==> config.mk <==
export PLATFORM = sky130hd
export DESIGN_NAME = neighbor_block_availability_index_top
export DESIGN_NICKNAME = d
export VERILOG_FILES = /design/src/sv/nbai_pkg.sv /design/src/sv/nbai_target.sv /design/src/sv/neighbor_block_availability_index_top.sv
export SDC_FILE = /design/constraint.sdc
export NUM_CORES = 1
export LEC_CHECK = 0
export BUFFER_PORTS_ARGS = -buffer_cell sky130_fd_sc_hd__buf_2
export CORE_AREA = 5 5 194 149
export DETAILED_ROUTE_END_ITERATION = 7
export DIE_AREA = 0 0 199 154
export PLACE_DENSITY = 0.54
export SKIP_CTS_REPAIR_TIMING = 1
export SLEW_MARGIN = 10
export SYNTH_ARGS = -nofsm -noshare
export SYNTH_HDL_FRONTEND = slang
export SYNTH_SLANG_ARGS = --single-unit
==> constraint.sdc <==
create_clock -name i_clk -period 11.89 [get_ports i_clk]
set_clock_uncertainty 0.05 [all_clocks]
set_input_delay 2.378 -clock i_clk [delete_from_list [all_inputs] [get_ports i_clk]]
set_output_delay 2.378 -clock i_clk [all_outputs]
set_load 0.05 [all_outputs]
==> src/sv/nbai_pkg.sv <==
// Shared types and codes for the neighbor 4x4-block availability/index block.
`default_nettype none
package nbai_pkg;

    localparam int unsigned CFG_W   = 10;
    localparam int unsigned COORD_W = 9;
    localparam int unsigned PW_W    = 3;
    localparam int unsigned IDX_W   = 18;
    localparam int unsigned TX_W    = CFG_W;
    localparam int unsigned PROD_W  = COORD_W + CFG_W;

    typedef enum logic [1:0] {
        KIND_A = 2'd0,
        KIND_B = 2'd1,
        KIND_C = 2'd2,
        KIND_D = 2'd3
    } t_kind;

    typedef struct packed {
        logic [COORD_W-1:0] block_x;
        logic [COORD_W-1:0] block_y;
        logic [PW_W-1:0]    part_width;
        logic [1:0]         neighbor_kind;
    } t_nbai_in;

    typedef struct packed {
        logic             available;
        logic [IDX_W-1:0] neighbor_index;
    } t_nbai_out;

    typedef struct packed {
        logic               ok;
        logic [TX_W-1:0]    tx;
        logic [COORD_W-1:0] ty;
    } t_nbai_tgt;

endpackage
`default_nettype wire

==> src/sv/nbai_target.sv <==
// Neighbor target position and availability, including decode-order check for C.
`default_nettype none
module nbai_target (
    input  nbai_pkg::t_nbai_in      i_item,
    input  logic [nbai_pkg::CFG_W-1:0] i_width,
    output nbai_pkg::t_nbai_tgt     o_tgt
);
    import nbai_pkg::*;

    logic [TX_W-1:0]    x_ext;
    logic [TX_W-1:0]    tx_c;
    logic [COORD_W-1:0] y_m1;
    logic               x_nz;
    logic               y_nz;
    logic               c_in_order;

    // raster order, macroblock level first, then 8x8, then 4x4
    function automatic logic decoded_before(input logic [TX_W-1:0] tx,
                                            input logic [COORD_W-1:0] ty,
                                            input logic [TX_W-1:0] x,
                                            input logic [COORD_W-1:0] y);
        logic res;
        res = 1'b0;
        if (ty[COORD_W-1:2] < y[COORD_W-1:2]) begin
            res = 1'b1;
        end else if (ty[COORD_W-1:2] > y[COORD_W-1:2]) begin
            res = 1'b0;
        end else if (tx[TX_W-1:2] != x[TX_W-1:2]) begin
            res = (tx[TX_W-1:2] < x[TX_W-1:2]);
        end else if (ty[COORD_W-1:1] != y[COORD_W-1:1]) begin
            res = (ty[COORD_W-1:1] < y[COORD_W-1:1]);
        end else if (tx[TX_W-1:1] != x[TX_W-1:1]) begin
            res = (tx[TX_W-1:1] < x[TX_W-1:1]);
        end else if (ty != y) begin
            res = (ty < y);
        end else begin
            res = (tx < x);
        end
        return res;
    endfunction

    assign x_ext      = TX_W'(i_item.block_x);
    assign tx_c       = x_ext + TX_W'(i_item.part_width);
    assign y_m1       = i_item.block_y - COORD_W'(1);
    assign x_nz       = (i_item.block_x != '0);
    assign y_nz       = (i_item.block_y != '0);
    assign c_in_order = decoded_before(tx_c, y_m1, x_ext, i_item.block_y);

    always_comb begin
        o_tgt = '0;
        unique case (t_kind'(i_item.neighbor_kind))
            KIND_A: begin
                o_tgt.ok = x_nz;
                o_tgt.tx = x_ext - TX_W'(1);
                o_tgt.ty = i_item.block_y;
            end
            KIND_B: begin
                o_tgt.ok = y_nz;
                o_tgt.tx = x_ext;
                o_tgt.ty = y_m1;
            end
            KIND_C: begin
                o_tgt.ok = (tx_c < i_width) && y_nz && c_in_order;
                o_tgt.tx = tx_c;
                o_tgt.ty = y_m1;
            end
            KIND_D: begin
                o_tgt.ok = x_nz && y_nz;
                o_tgt.tx = x_ext - TX_W'(1);
                o_tgt.ty = y_m1;
            end
            default: begin
                o_tgt = '0;
            end
        endcase
    end

endmodule
`default_nettype wire

==> src/sv/neighbor_block_availability_index_top.sv <==
// Top level: three-stage pipeline returning neighbor availability and raster index.
//
//  channel | dir | handshake                  | payload
//  in      | in  | i_in_valid / o_in_stall    | i_in_item  (t_nbai_in)
//  out     | out | o_out_valid / i_out_stall  | o_out_item (t_nbai_out)
//  cfg     | in  | i_cfg_wr_en                | i_cfg_wr_data (frame width, 4x4 blocks)
//
// One item per cycle while the output is not stalled; stages: target/compare, width multiply, add.
// Each stage holds while the one after it is full and stalled; bubbles close up.
// Synchronous active-low reset empties the pipeline and sets the width to 480.
`default_nettype none
module neighbor_block_availability_index_top #(
    parameter int MAX_WIDTH_BLOCKS = 512
) (
    input  logic                          i_clk,
    input  logic                          i_rst_n,
    input  logic                          i_in_valid,
    output logic                          o_in_stall,
    input  nbai_pkg::t_nbai_in            i_in_item,
    output logic                          o_out_valid,
    input  logic                          i_out_stall,
    output nbai_pkg::t_nbai_out           o_out_item,
    input  logic                          i_cfg_wr_en,
    input  logic [nbai_pkg::CFG_W-1:0]    i_cfg_wr_data
);
    import nbai_pkg::*;

    localparam int CFG_MAX   = (1 << CFG_W) - 1;
    localparam int W_CAP     = (MAX_WIDTH_BLOCKS > CFG_MAX) ? CFG_MAX : MAX_WIDTH_BLOCKS;
    localparam int W_RST_INT = (480 > MAX_WIDTH_BLOCKS) ? MAX_WIDTH_BLOCKS : 480;
    localparam logic [CFG_W-1:0] W_MAX = CFG_W'(W_CAP);
    localparam logic [CFG_W-1:0] W_RST = CFG_W'(W_RST_INT);

    logic [CFG_W-1:0]   r_width;
    logic [CFG_W-1:0]   n_width;

    t_nbai_tgt          n_tgt;
    logic               rdy1, rdy2, rdy3;

    logic               r_s1_v;
    t_nbai_tgt          r_s1_tgt;
    logic [CFG_W-1:0]   r_s1_w;

    logic               r_s2_v;
    logic               r_s2_ok;
    logic [TX_W-1:0]    r_s2_tx;
    logic [PROD_W-1:0]  r_s2_prod;

    logic [PROD_W-1:0]  n_sum;
    logic               r_out_v;
    t_nbai_out          r_out_item;

    // width is clamped on write
    assign n_width = (int'(i_cfg_wr_data) > MAX_WIDTH_BLOCKS) ? W_MAX : i_cfg_wr_data;

    always_ff @(posedge i_clk) begin
        if (!i_rst_n) begin
            r_width <= W_RST;
        end else if (i_cfg_wr_en) begin
            r_width <= n_width;
        end
    end

    nbai_target u_target (
        .i_item  (i_in_item),
        .i_width (r_width),
        .o_tgt   (n_tgt)
    );

    assign rdy3       = !r_out_v || !i_out_stall;
    assign rdy2       = !r_s2_v || rdy3;
    assign rdy1       = !r_s1_v || rdy2;
    assign o_in_stall = !rdy1;

    always_ff @(posedge i_clk) begin
        if (!i_rst_n) begin
            r_s1_v  <= 1'b0;
            r_s2_v  <= 1'b0;
            r_out_v <= 1'b0;
        end else begin
            if (rdy1) begin
                r_s1_v <= i_in_valid;
            end
            if (rdy2) begin
                r_s2_v <= r_s1_v;
            end
            if (rdy3) begin
                r_out_v <= r_s2_v;
            end
        end
    end

    assign n_sum = PROD_W'(r_s2_tx) + r_s2_prod;

    always_ff @(posedge i_clk) begin
        if (rdy1) begin
            r_s1_tgt <= n_tgt;
            r_s1_w   <= r_width;
        end
        if (rdy2) begin
            r_s2_ok   <= r_s1_tgt.ok;
            r_s2_tx   <= r_s1_tgt.tx;
            r_s2_prod <= PROD_W'(r_s1_tgt.ty) * PROD_W'(r_s1_w);
        end
        if (rdy3) begin
            r_out_item.available      <= r_s2_ok;
            r_out_item.neighbor_index <= r_s2_ok ? n_sum[IDX_W-1:0] : '0;
        end
    end

    assign o_out_valid = r_out_v;
    assign o_out_item  = r_out_item;

endmodule
`default_nettype wire

==> impl.org, run 1 <==
** GRT
- The number of global-route vias before repair came to 5,279.
- The number of antenna violations at the first check in global routing was 0.
- Global routing finished with a remaining overflow of 0.
- Global-route wire length before repair :: 27.51 mm
- For this run, the total global-route usage over all layers was measured as 11.10%.
- Entering global routing, the biggest net connects 32 pins.

** Place
- Placed wire-length estimate :: 13.62 mm
- OpenSTA, run right after detailed placement, puts the worst setup slack at 6057 ps.
- Input/output buffers :: 58
- Counting tap cells, the placed design contains a total of 1,191 instances.
- Routability congestion estimate from global placement :: 0.7823

** STA
- Time the worst path needs with I/O delays and setup :: 5820 ps
- Crit path setup slack, layout :: 6070 ps
- Unrepaired setup endpoints after global routing :: no
- Upper clock frequency limit :: 171.8 MHz
- Final hold violation count :: 0
- Tcrit/Tclk final :: 48.95%
- Final Max Tran Viols :: 0
- Setup violations remaining at the end of the flow were counted as 0.
- For the pin with the worst max-slew slack, the measured transition is 1100 ps.
- In the final timing run, aggregate negative setup slack is 0 ps.
- The worst pin sits at a relative slew slack of 26.59%.

** Synthesis
- Dominant register cell in the synthesized netlist :: sky130_fd_sc_hd__edfxtp_1
- In this run, synthesis produced a sequential element count of 91.
- The synthesized netlist contains 64 unique library cells.
- In the synthesized netlist, the number of instances is 813.
- Yosys printed 0 warnings.
- Counting flops with an async set or reset pin after synthesis yields a share of 0%.
- For this run, the register share of the synthesized area comes to 33.03%.
- Syn nets :: 982
- Each instance of the synthesized netlist takes up on average 9.693 sq um.
- Number of flops mapped to enable cells by yosys :: 78
- The synthesized netlist occupies a cell area of 7880 sq um.

** Floorplanning
- The core region is 26,680 sq um.
- The die is 199 um wide.
- Overall die area :: 30,650 sq um
- The floorplan has 52 rows.
- For this configuration, the core starts out at a cell density of 29.54%.
- 59 I/O pins were placed.
- Die Span Y :: 154 um

** Run status
- Outcome :: finished clean

** Routing
- Detail-routed net length per standard cell :: 13.55 um
- For this run, the detailed router's first-pass iteration total came to 4.
- For this run, design rule violations remaining after detail routing come to 0.
- Once detail routing completed, the nets flagged for antenna violations numbered 0.
- The routed design has 16.36 mm of wire.
- Summing over every cut layer, the via total after detailed routing is 5,469.
- After the first detailed-routing iteration, the DRC count stood at 307.
- Number of vias per cell after detailed routing :: 4.531

** Power and ir drop
- Static Leak :: 3.989 nW
- Max rail drop VDD :: 0.1214 mV
- Pwr dens :: 167.3 nW/um^2
- Total power for the finished layout comes to 1.469 mW.

** Clocking
- Number of CTS-inserted buffers :: 9
- CTS root buf :: sky130_fd_sc_hd__clkbuf_16
- Clock tree synthesis found a total of 91 sinks.
- Clock-pin slew was measured on the worst setup and hold paths at 60 ps.
- TritonCTS built the clock tree.
- Clock latency on the worst-skew pair, taken at its later pin, is 340 ps.
- Max Buffers Root-to-Sink :: 2
- CTS built an H-tree with a depth of 3.

** Setup path
- In this run the worst path has a maximum fanout of 31.
- The worst setup path is of the input pin to primary output kind.
- Worst path arrival time :: 3390 ps
- At the worst endpoint, the required time is 9460 ps.
- The worst register-to-register path has a setup slack of 7020 ps.
- Startpoint class of the critical path :: input pin
- Critical path endpoint category :: primary output

** Finish
- Layout cells sized above 1 :: 10.51%
- Fin cells :: 1,207
- From synthesis to final layout, the design area changed by 11.46%.
- Post-layout nets :: 1,020
- The repair_antennas step left the layout with diodes totalling 0.

** Run
- Number of violations of the max-capacitance limit :: 0

** Min path
- HP Class :: flop to flop
==> cells in the mapped netlist, drive strengths merged (2+ instances only) <==
| cell | instances | area (sq um) |
|---|---|---|
| xnor2 | 29 | 254.0 |
| a31oi | 7 | 50.05 |
| maj3 | 4 | 40.04 |
| a21o | 4 | 30.03 |
| nor3b | 5 | 42.54 |
| dfxtp | 13 | 260.3 |
| and2 | 46 | 287.8 |
| nand3 | 9 | 50.05 |
| fa | 58 | 1161 |
| o22ai | 9 | 56.30 |
| nor3 | 13 | 92.59 |
| inv | 128 | 480.5 |
| o221ai | 4 | 35.03 |
| nor2 | 31 | 116.4 |
| nand3b | 2 | 15.01 |
| nand2b | 12 | 75.07 |
| mux2i | 12 | 120.1 |
| and3 | 8 | 52.55 |
| nor4 | 4 | 25.02 |
| nand2 | 99 | 371.6 |
| a211oi | 4 | 42.54 |
| buf | 4 | 17.52 |
| o31ai | 2 | 20.02 |
| o21bai | 3 | 22.52 |
| nand4b | 2 | 17.52 |
| xor2 | 8 | 70.07 |
| o211ai | 7 | 57.55 |
| o21ai | 25 | 125.1 |
| o21a | 7 | 52.55 |
| a21oi | 35 | 178.9 |
| clkbuf | 28 | 105.1 |
| a21boi | 4 | 30.03 |
| or3 | 5 | 31.28 |
| nor2b | 11 | 68.82 |
| ha | 73 | 913.4 |
| edfxtp | 78 | 2342 |
| nand4 | 4 | 25.02 |
| or4 | 3 | 22.52 |
==> where the power goes <==
part / leakage, nW / switching [mW] / internal (mW)
Sequential: 0.955 / 0.0408 / 0.446
Combinational: 2.89 / 0.419 / 0.291
Clock: 0.141 / 0.117 / 0.155
==> layer usage <==
layer	wire [um]	vias up	global-route usage (%)	share of wire, %
met5	0	-	0	0
li1	-	2785	-	-
met2	6485	101	15.67	40
met4	124	0	2.181	0.76
met3	809	10	2.713	4.9
met1	8940	2573	17.16	55
==> cell usage in the layout, fill, tap and decap left out, types with 12 or more instances in the layout <==
cell type	synthesis	routed
sky130_fd_sc_hd__inv_1	127	127
sky130_fd_sc_hd__nand2_1	99	99
sky130_fd_sc_hd__ha_1	73	73
sky130_fd_sc_hd__edfxtp_1	78	78
sky130_fd_sc_hd__mux2i_1	12	12
sky130_fd_sc_hd__and2_1	46	46
sky130_fd_sc_hd__dfxtp_1	13	13
sky130_fd_sc_hd__a21oi_1	34	34
sky130_fd_sc_hd__o21ai_0	23	23
sky130_fd_sc_hd__buf_2	2	58
sky130_fd_sc_hd__nand2b_1	12	12
sky130_fd_sc_hd__fa_1	58	58
sky130_fd_sc_hd__nor2_1	31	31
sky130_fd_sc_hd__xnor2_1	29	29
==> cell families after synthesis <==
group                      share of synthesized area, %
DFF                                               33.03
AOI/OAI and AO/OA                                 9.971
xor gates and xnor gates                          4.112
buffers and inverters                             7.653
muxes                                             1.667
and+or+nand+nor                                   16.74
adders and majority gates                         26.83
==> area by class of cell <==
type,instances,area (sq um)
fillers,2780,17890
clock buffers,11,254.0
repair buffers,59,297.8
flip-flops and latches,91,2603
well taps,351,439.2
inverters,128,480.5
multi-input cells,562,4674
clock inverters,5,35.03
==> flip-flops by register name, summed over array words and instances (netlist names) <==
signal	cells
o_out_valid	1
r_s2_prod	18
r_s1_v	1
o_out_item	19
r_s1_w	10
r_s1_tgt	20
r_s2_v	1
r_s2_ok	1
r_width	10
r_s2_tx	10
==> worst max-delay path: stages <==
cell and delay (ps):
sky130_fd_sc_hd__buf_2 110, sky130_fd_sc_hd__and3_1 160, sky130_fd_sc_hd__nand2_1 70, sky130_fd_sc_hd__buf_4 340, sky130_fd_sc_hd__inv_1 100, sky130_fd_sc_hd__buf_2 220
==> metrics by stage <==
stage               area, sq um  utilization (%)  hold slack (ps)
finish                     8783            32.93            370.0
global route               8783            32.93            384.2
CTS                        8783            32.93            372.0
detailed placement         8494            31.84            356.3
global placement           8494            31.84            356.4
floorplan                  7880                -            350.3
==> path summary, 6_finish.rpt <==
path	start	to	cells past startpoint
setup reg to reg	r_s1_tgt[2]$_DFFE_PN_	r_s2_prod[17]$_DFFE_PP_	16
hold reg to reg	r_s1_tgt[13]$_DFFE_PN_	r_s2_tx[4]$_DFFE_PP_	0
hold / removal	r_s1_tgt[13]$_DFFE_PN_	r_s2_tx[4]$_DFFE_PP_	0
setup / recovery	i_out_stall	o_in_stall	6
(Power assumes the default switching activity.)
==> run 2: changes to the inputs <==
Settings changed: PLACE_DENSITY 0.54 to 0.56.
Clock period 11.89 ns to 5.26 ns, I/O delays scaled along.
==> run 2 against run 1 <==
Clock power is 150% higher. Via count is 0.42% lower. Global-route usage up 0.10 points. Register-to-register slack got worse by 6500 ps. Worst hold slack improved by 11 ps. Final area up 0.27%. Setup slack got worse by 5600 ps. Total power grew 130%.
==> impl.org, run 2 (synthesis gave the netlist of run 1 again) <==
** Clocking
- The source-to-sink clock delay at the later pin of the worst-skew pair is 350 ps (was 340 ps).
- Clk pin slew, worst setup/hold paths :: 70 ps (was 60 ps)
- Number of CTS-inserted buffers :: 9 (unchanged)
- The number of clock sinks came to 91 (unchanged).
- The deepest level of the CTS H-tree came to 3 (unchanged).
- Max Buffers Root-to-Sink :: 2 (unchanged)
- CTS root buf :: sky130_fd_sc_hd__clkbuf_16 (unchanged)
- The clock tree from TritonCTS was yes (unchanged).

** Routing
- The count of routing violations after the opening detailed-route iteration came to 359 (was 307).
- Number of vias after detailed routing :: 5,446 (was 5,469)
- Sum of met2 wire segment lengths after detailed routing :: 6.390 mm (was 6.485 mm)
- Antenna violation net count after detailed routing :: 0 (unchanged)
- The post-route DRC violation count is 0 (unchanged).
- Pre-Repair DR Iteration Count :: 5 (was 4)
- The uppermost layer routed is met4 (unchanged).
- The sum of routed wire length over all layers was 16.46 mm (was 16.36 mm).
- Detail-routed net length per standard cell :: 13.63 um (was 13.55 um)
- Metal3 WL :: 740 um (was 809 um)
- The mean number of vias per cell is 4.512 (was 4.531).
- The met1 routed wirelength after detailed routing was 9.213 mm (was 8.940 mm).

** STA
- Worst hold slack :: 381.1 ps (was 370.0 ps)
- Slew of the pin with the lowest slew margin :: 1069 ps (was 1100 ps)
- The routed design could run at a clock period as short as 4760 ps.
- The final worst slack is 500.5 ps (was 6070 ps).
- Setup Viol. Count Final :: 0 (unchanged)
- In the finished design, the share of the clock period the worst path needs comes to 90.49%.
- The max-slew violation count is 0 (unchanged).
- Worst-case headroom to the max-slew limit :: 28.68% (was 26.59%)
- Unrepaired setup endpoints after global routing :: no (unchanged)
- Upper clock frequency limit :: 210.1 MHz
- The setup TNS is 0 ps (unchanged).
- The total count of hold-check failures in the final report was 0 (unchanged).

** Run
- Number of violations of the max-capacitance limit :: 0 (unchanged)

** Power and ir drop
- Pwr dens :: 386.2 nW/um^2 (was 167.3 nW/um^2)
- Static Leak :: 4.003 nW (was 3.989 nW)
- The maximum VDD drop came to 0.2293 mV (was 0.1214 mV).

** Place
- The worst setup timing slack at the placement stage came to 491.0 ps (was 6057 ps).
- Placed wire-length estimate :: 13.76 mm (was 13.62 mm)
- Routability congestion estimate from global placement :: 0.7889 (was 0.7823)
- Area after DPL :: 8494 sq um (unchanged)
- Input/output buffers :: 58 (unchanged)

** Finish
- The register with the most flip-flops is r_s1_tgt (unchanged).
- Leading cell types in the layout, fill and taps excluded :: sky130_fd_sc_hd__inv_1 (127), sky130_fd_sc_hd__nand2_1 (99), sky130_fd_sc_hd__edfxtp_1 (78) (unchanged)
- Area of all placed cells without fillers :: 8807 sq um (was 8783 sq um)
- Count of antenna diodes in the layout :: 0 (unchanged)
- Post-layout nets :: 1,020 (unchanged)
- The flip-flop count of the largest register after layout is 20 (unchanged).
- Area of the multi-input gates :: 4674 sq um (unchanged)
- Sequential Area :: 2603 sq um (unchanged)
- Most common library cell in the layout ignoring fill and taps :: sky130_fd_sc_hd__inv_1 (unchanged)
- Count of fill cells added during filler insertion :: 2,787 (was 2,780)
- Layout overhead on the synthesized area :: 11.77% (was 11.46%)
- The share of layout cells above drive strength 1 was 10.63% (was 10.51%).

** Floorplanning
- Rows :: 52 (unchanged)
- The total core area is 26,680 sq um (unchanged).
- The number of placed I/O pins came to 59 (unchanged).
- Initial core utilization :: 29.54% (unchanged)
- Overall die area :: 30,650 sq um (unchanged)
- The height of the chip is 154 um (unchanged).
- Die Wd :: 199 um (unchanged)

** Setup path
- The slowest library cell on the worst path is sky130_fd_sc_hd__fa_1 (was sky130_fd_sc_hd__buf_4).
- Highest cell delay on the worst timing path :: 580 ps (was 340 ps)
- The required arrival time at the worst endpoint was 5310 ps (was 9460 ps).
- The register-to-register path setup slack is 500 ps (was 7020 ps).
- Startpoint class of the critical path :: flop (was input pin)
- The reg-to-reg startpoint is r_s1_tgt[2]$_DFFE_PN_ (unchanged).
- Worst path arrival time :: 4810 ps (was 3390 ps)
- Type of the worst setup path :: flop to flop (was input pin to primary output)
- The last element of the critical path is r_s2_prod[17]$_DFFE_PP_ (was o_in_stall).
- The depth of the worst register-to-register path came to 16 (unchanged).
- The reg-to-reg critical path endpoint was r_s2_prod[17]$_DFFE_PP_ (unchanged).
- The critical path launch point is r_s1_tgt[2]$_DFFE_PN_ (was i_out_stall).
- Ordered cell list for the critical path :: nand2_1, fa_1, fa_1, inv_1, ha_1, inv_1, fa_1, inv_1, ha_1, a21o_1, a21oi_1, o21bai_1, o311a_1, a31oi_1, mux2i_1, nand4_1 (was buf_2, and3_1, nand2_1, buf_4, inv_1, buf_2)
- The nature of the critical path endpoint is a flop (was primary output).
- Maximum fanout along the worst path :: 10 (was 31)

** GRT
- The largest net degree at the start of global routing is 32 (unchanged).
- The total global-route track usage was 11.20% (was 11.10%).
- The number of antenna violations at the first check in global routing was 0 (unchanged).
- The sum of overflow across all layers after global routing is 0 (unchanged).
- Number of global-route vias before repair :: 5,450 (was 5,279)
- The global-route wire length before repair was 28.07 mm (was 27.51 mm).

** Min path
- HP Class :: flop to flop (unchanged)

** Run status
- Outcome :: finished clean (unchanged)
run 2: layout make-up:
type	instances	share of cell area [%]
Clock buffer	9	2.557
Clock inverter	7	0.9945
Inverter	128	5.455
Multi-Input combinational cell	562	53.08
Sequential cell	91	29.55
Tap cell	351	4.986
Timing Repair Buffer	59	3.381
run 2: worst min path at each step:
stage | end | depth (start not counted) | startpoint
CTS | r_s1_w[8]$_DFFE_PN_ | 0 | r_width[8]$_SDFFE_PN1P_
global route | r_s1_w[7]$_DFFE_PN_ | 0 | r_width[7]$_SDFFE_PN1P_
global placement | r_s2_tx[4]$_DFFE_PP_ | 0 | r_s1_tgt[13]$_DFFE_PN_
finish | r_s1_w[8]$_DFFE_PN_ | 0 | r_width[8]$_SDFFE_PN1P_
detailed placement | r_s2_tx[6]$_DFFE_PP_ | 0 | r_s1_tgt[15]$_DFFE_PN_
floorplan | r_s2_ok$_DFFE_PP_ | 0 | r_s1_tgt[19]$_DFFE_PN_
run 2: metrics by stage:
stage	total power, mW	utilization, %	instances
finish	3.401	33.02	1207
global placement	2.724	31.84	1191
global route	3.703	33.02	1207
floorplan	2.389	-	813
CTS	3.446	33.02	1207
detailed placement	2.747	31.84	1191
run 2: power breakdown:
group	total, mW	internal, mW	switching (mW)
clock	0.675	0.381	0.294
sequential	1.10	1.01	0.0916
combinational	1.63	0.664	0.964
total	3.40	2.05	1.35
run 2: critical path: cells and delay by family, from the launching register on:
family,cells,cell delay [ps]
AOI/OAI and AO/OA,5,1170
adders and majority gates,5,2180
buffers and inverters,3,160
DFF,1,520
muxes,1,220
and+or+nand+nor,2,210
run 2: routing by layer:
| metal | GRT usage [%] | up-vias |
|---|---|---|
| met3 | 2.341 | 11 |
| met4 | 2.018 | 0 |
| met2 | 14.97 | 97 |
| met1 | 18.34 | 2552 |
| li1 | - | 2786 |
| met5 | 0 | - |
